**src/rtl/core/rktg_pkg.sv**
```systemverilog
// Shared types and constants for the ramp kernel tap generator.
// Holds the register indexes, window codes, configuration struct and series coefficients.
// Depends on nothing.
package rktg_pkg;

  localparam int unsigned MAX_RADIUS = 1024;
  localparam int unsigned RAD_W      = 11;
  localparam int unsigned TAP_W      = 12;

  localparam logic [1:0] REG_RADIUS = 2'd0;
  localparam logic [1:0] REG_WINDOW = 2'd1;
  localparam logic [1:0] REG_INVSQ  = 2'd2;

  localparam logic [2:0] WIN_RAMLAK  = 3'd0;
  localparam logic [2:0] WIN_SHEPP   = 3'd1;
  localparam logic [2:0] WIN_COSINE  = 3'd2;
  localparam logic [2:0] WIN_HAMMING = 3'd3;
  localparam logic [2:0] WIN_HANN    = 3'd4;

  localparam logic [28:0] INV_PI_SQ_Q32 = 29'd435171170;
  localparam logic [16:0] Q16_ONE       = 17'd65536;
  localparam logic [16:0] HAMMING_BASE  = 17'd5243;
  localparam logic [16:0] HAMMING_GAIN  = 17'd60293;

  typedef struct packed {
    logic [RAD_W-1:0] radius;
    logic [2:0]       window;
    logic [31:0]      inv_sq;
  } cfg_t;

  // Coefficients of the alternating series, innermost first; the last one gives 1 - z*r.
  function automatic logic [16:0] series_coef(input logic sinc, input logic [2:0] idx);
    logic [16:0] c;
    c = Q16_ONE;
    case (idx)
      3'd0: c = sinc ? 17'd7     : 17'd60;
      3'd1: c = sinc ? 17'd195   : 17'd1367;
      3'd2: c = sinc ? 17'd3325  : 17'd16624;
      3'd3: c = sinc ? 17'd26951 : 17'd80852;
      default: c = Q16_ONE;
    endcase
    return c;
  endfunction

endpackage

```
**src/rtl/core/rktg_cfg.sv**
```systemverilog
// Configuration register file of the ramp kernel tap generator.
// Decodes register writes and limits the radius; uses rktg_pkg.
module rktg_cfg (
  input  logic              clk,
  input  logic              rst_n,
  input  logic              cfg_valid,
  input  logic [1:0]        cfg_index,
  input  logic [31:0]       cfg_data,
  output logic              cfg_ready,
  output rktg_pkg::cfg_t    cfg
);
  import rktg_pkg::*;

  logic [RAD_W-1:0] radius_r;
  logic [2:0]       window_r;
  logic [31:0]      inv_sq_r;
  logic [RAD_W-1:0] radius_nxt;

  assign cfg_ready = 1'b1;

  always_comb begin
    radius_nxt = cfg_data[RAD_W-1:0];
    if (cfg_data[RAD_W-1:0] > RAD_W'(MAX_RADIUS)) begin
      radius_nxt = RAD_W'(MAX_RADIUS);
    end
  end

  always_ff @(posedge clk) begin
    if (!rst_n) begin
      radius_r <= RAD_W'(255);
      window_r <= WIN_RAMLAK;
      inv_sq_r <= 32'd65536;
    end else if (cfg_valid && cfg_ready) begin
      unique case (cfg_index)
        REG_RADIUS: radius_r <= radius_nxt;
        REG_WINDOW: window_r <= cfg_data[2:0];
        REG_INVSQ:  inv_sq_r <= cfg_data;
        default: ;
      endcase
    end
  end

  assign cfg.radius = radius_r;
  assign cfg.window = window_r;
  assign cfg.inv_sq = inv_sq_r;

endmodule

```
**config.mk**
```make
export PLATFORM = sky130hd
export DESIGN_NAME = rktg_cfg
export DESIGN_NICKNAME = d
export VERILOG_FILES = /design/src/rtl/core/rktg_pkg.sv /design/src/rtl/core/rktg_cfg.sv
export SDC_FILE = /design/constraint.sdc
export NUM_CORES = 1
export LEC_CHECK = 0
export BUFFER_PORTS_ARGS = -buffer_cell sky130_fd_sc_hd__buf_2
export CAP_MARGIN = 20
export CORE_MARGIN = 8
export CORE_UTILIZATION = 41
export CTS_CLUSTER_DIAMETER = 100
export CTS_CLUSTER_SIZE = 30
export DETAILED_ROUTE_END_ITERATION = 10
export GPL_ROUTABILITY_DRIVEN = 0
export PLACE_DENSITY = 0.75
export SETUP_SLACK_MARGIN = 0.15
export SYNTH_ARGS = -nofsm -noshare
export SYNTH_HDL_FRONTEND = slang
export SYNTH_SLANG_ARGS = --single-unit
```
**constraint.sdc**
```tcl
create_clock -name clk -period 1.1 [get_ports clk]
set_input_delay 0.055 -clock clk [delete_from_list [all_inputs] [get_ports clk]]
set_output_delay 0.055 -clock clk [all_outputs]
set_load 0.01 [all_outputs]
```
* After elaboration in Yosys (flattened, before gate mapping) *
Cells that the tools add are included.

storage, ports and cells
  flip-flop bits (word level) = 46
  bits of input ports = 37
  output and inout bits = 47
  logic and storage cells = 11

cells by class
  order comparisons = 1
  equal/unequal tests = 2
  muxes and demuxes = 1
  reduce and logical (&&, ||, !) cells = 4

operators by type and width
  kind                                                             number
  11-bit greater-than comparator, second input constant            1
  11-bit two-way mux                                               1
  2-bit AND reduction                                              3
  2-bit by 1-bit == test with 1-bit output, second input constant  1
  2-bit == test, second input constant                             1
  2-bit logical NOT                                                1

* Logic depth before layout (Yosys ltp) *
  depth after elaboration = 2
  depth in mapped cells = 5
  gate-level depth less buffers = 3

* Least setup slack after synthesis *
Ideal clock, no wire load.

  kind = input-to-reg
  start point = in cfg_index[0]
  end point = reg radius_r[8]
  library setup time = 0.070 ns
  data arrival time = 1.028 ns
  slack = 0.002 ns
  cell stages on the path = 4
  path buffers = 1
  cells stage by stage = or3b_1 buf_6 or3b_1 a21boi_1

between the ends
  longest elaborated chain between the ends = 2

RTL lines
  what                                  line            RTL
  start: declaration                    rktg_cfg.sv:7   input logic [1:0] cfg_index,
  2-bit logical NOT                     rktg_cfg.sv:34  unique case (cfg_index)
  2-bit AND reduction (no source line)  -
  end signal: assignment                rktg_cfg.sv:35  REG_RADIUS: radius_r <= radius_nxt;
  end: declaration                      rktg_cfg.sv:14  logic [RAD_W-1:0] radius_r;

No other way between the ends.
A chain may end at the register's enable or synchronous reset.

* Worst setup path in the final report *
  start point = in cfg_index[0]
  end point = reg radius_r[0]

The elaborated chain is that of the path after synthesis.

==> impl_metrics.toml <==
[synth]
yosysWarnings = 0
synth.distinct_cells = 22
synth_xor_area_share_pct = 0
avgSynthCellArea_sq_um = 8.77
synth-seq-cells = 46
synthMuxAreaShare_pct = 3.41
syn-num-nets = 238
synth-adder-area-share_pct = 0
synth_simple_gate_area_share_pct = 20.9
synth_seq_area_share_pct = 52.2
synth_top_family_by_area = "simple AND/OR/NAND/NOR gates"
synthCells = 201
netlist_area_sq_um = 1760
synth_compound_area_share_pct = 18.3

[setup_path]
worstSetupPathType = "in2reg"
path_cells = "buf_2 -> or3b_4 -> buf_4 -> o311ai_0"
cpMaxStageDelayCell = "or3b_4"
path_delay_family = "simple AND/OR/NAND/NOR gates"
critPathBufInv = 2
r2r_start = "inv_sq_r[0]"
critPathMaxFanout = 11
critPathArrivalTime_ns = 1.07
max_stage_delay_ns = 0.42
crit_path_start = "cfg_index[0]"
end_kind = "register"
startpoint_type = "primary input"
crit_required_ns = 1.28

[placed_design]
portBuffers = 82
place_hpwl_mm = 3.55

[global_routing]
grt_max_degree = 33
grt.met3_usage_pct = 3.39
gr-max-usage-layer = "met2"
grtUsageMet2_pct = 25.1
use_met1_pct = 16.5
grt_pass1_wl_mm = 7.44
grtUsageTotal_pct = 14.5
antenna_found_initial = 0
overflow = 0
grt_pass1_vias = 1559

[status]
status = "finished, final reports clean"

[power_and_ir_drop]
pwr-share-clk_pct = 31.0
combPwrFrac_pct = 12.4
power.density_nw_per_um2 = 1300
p_sw_w = 0.000750
switching_share_pct = 24.2
power_frac_seq_pct = 56.6
p_int_w = 0.00235
ir_worst_vdd_mv = 0.612
p_leak_nw = 1.12

[cells_and_area]
syn2layout_area_growth_pct = 34.9
final_layout_size_suffix_gt1_share_pct = 34.6
nets = 323
num_antenna_cells = 0
finalCoreUtilization_pct = 56.2

[clock_tree]
cts_num_sinks = 46
clk_pin_slew_ns = 0.08
tritoncts = "yes"
clock_path_buffers = 2
cts_buffers = 5
insertion_delay_ns = 0.29
htree_levels = 2
root_buffer = "clkbuf_8"

[sta]
slew_viol_final = 0
min_period_ns = 0.886
hold_viol = 0
rsz0062_at_grt = "false"
fmax_mhz = 1130
finalCritPeriodShare_pct = 80.5
setup_viol = 0
finalHoldWorstSlack_ns = 0.00500
fin_worst_skew_ns = 0

[routing]
wl_per_cell_um = 14.0
post-route-drc-count = 0
drtAntennaViolNets = 0
drt_first_pass_iters = 4
drt_iter0_drc = 118
post_drt_via_cell_ratio = 4.65
num_vias = 1573
wirelength_mm = 4.72

[die]
rows = 24
start_util_pct = 41.6
dieArea_sq_um = 6650
fp.coreArea_sq_um = 4230
die_y_um = 81.6
io_pins = 84
die_w_um = 81.6

[min_path]
min_from = "cfg_data[21]"
worstHoldPathType = "in2reg"

[job]
cap_violations = 0
[stage by stage]
step	area [sq um]	std cells	setup WS (ns)	setup TNS [ns]	power, W
floorplan	1770	201	0.0193	0	0.00197
global placement	2290	330	-0.0864	-0.626	0.00217
detailed placement	2290	330	-0.188	-1.07	0.00218
CTS	2380	338	0.199	0	0.00312
global route	2380	338	0.161	0	0.00326
finish	2380	338	0.214	0	0.00310
[cell usage after synthesis, drive strengths merged]
cell | instances | area (sq um)
dfxtp | 46 | 921
and3b | 1 | 8.76
mux2i | 6 | 60.1
clkbuf | 12 | 45.0
nand3b | 2 | 15.0
nor4 | 2 | 12.5
nand3 | 1 | 5.00
o311ai | 5 | 43.8
buf | 3 | 23.8
conb | 1 | 3.75
nor2b | 3 | 18.8
or3b | 3 | 26.3
a41oi | 1 | 8.76
a21boi | 34 | 255
inv | 5 | 18.8
o21ai | 3 | 15.0
nand2 | 72 | 270
or4bb | 1 | 11.3
[power groups by stage]
| stage | clock [W] | combinational, W | sequential [W] |
|---|---|---|---|
| global route | 0.00107 | 0.000427 | 0.00176 |
| CTS | 0.000979 | 0.000391 | 0.00175 |
| finish | 0.000963 | 0.000384 | 0.00175 |
| detailed placement | 0 | 0.000386 | 0.00179 |
| global placement | 0 | 0.000378 | 0.00179 |
| floorplan | 0 | 0.000148 | 0.00182 |
[state kept, by name (all words and copies together), names as in the netlist]
signal,count
inv_sq_r,32
radius_r,11
window_r,3
[worst paths after layout]
path	to	slack, ns	depth (start not counted)
worst max register to register	inv_sq_r[0]	0.45	2
worst min-delay path	inv_sq_r[21]	0.005	3
worst min register to register	radius_r[9]	0.46	2
worst max-delay path	radius_r[0]	0.21	4
[logic make-up (layout without fill, tap and decap cells)]
family,count (synthesis),after routing
simple gates,85,85
flops,46,46
compound gates,43,43
mux,6,6
buf+inv,20,105
other cells,1,1
[repair_timing]
item / 4_1_cts / 5_1_grt
buffers inserted: 0 / 0
hold buffers: 1 / 0
endpoints found under the hold margin: 1 / 0
gates resized for setup: 1 / 0
setup endpoints to repair: 1 / 0
[cell type report]
class                      instances  area [sq um]
fill                             418          1860
sequential                        46           921
multi-input combinational        135           764
timing repair buffer              93           533
clock buffer                       7          76.3
tap                               52          65.1
inverter                           5          18.8
[layer usage]
layer  up-vias  routed length (um)
met3         6                 280
met2        34                2430
li1        827                   -
met4         0                  74
met1       706                1940
met5         -                   0
[worst min-delay path: cells and delay by family]
kind / cells / cell delay, ns
buf+inv: 1 / 0.09
compound gates: 1 / 0.06
simple gates: 1 / 0.04
[cells in the final DEF (no fill, tap or decap)]
master | netlist | final
a21boi_0 | 32 | 32
and3b_1 | 1 | 1
buf_4 | 1 | 7
mux2i_1 | 6 | 6
o21ai_1 | 0 | 3
nand3b_1 | 2 | 2
or4bb_1 | 1 | 1
o311ai_0 | 3 | 3
dlygate4sd3_1 | 0 | 1
nand2_1 | 72 | 72
clkbuf_1 | 12 | 2
or3b_1 | 3 | 2
or3b_4 | 0 | 1
nor4_1 | 2 | 2
o311ai_1 | 2 | 2
dfxtp_1 | 46 | 46
nor2b_1 | 3 | 3
buf_12 | 0 | 3
inv_1 | 5 | 5
nand3_1 | 1 | 1
a21boi_1 | 2 | 2
clkbuf_8 | 0 | 5
conb_1 | 1 | 1
buf_2 | 1 | 82
a41oi_2 | 0 | 1
Note: power is estimated with default switching activity, not from simulation.
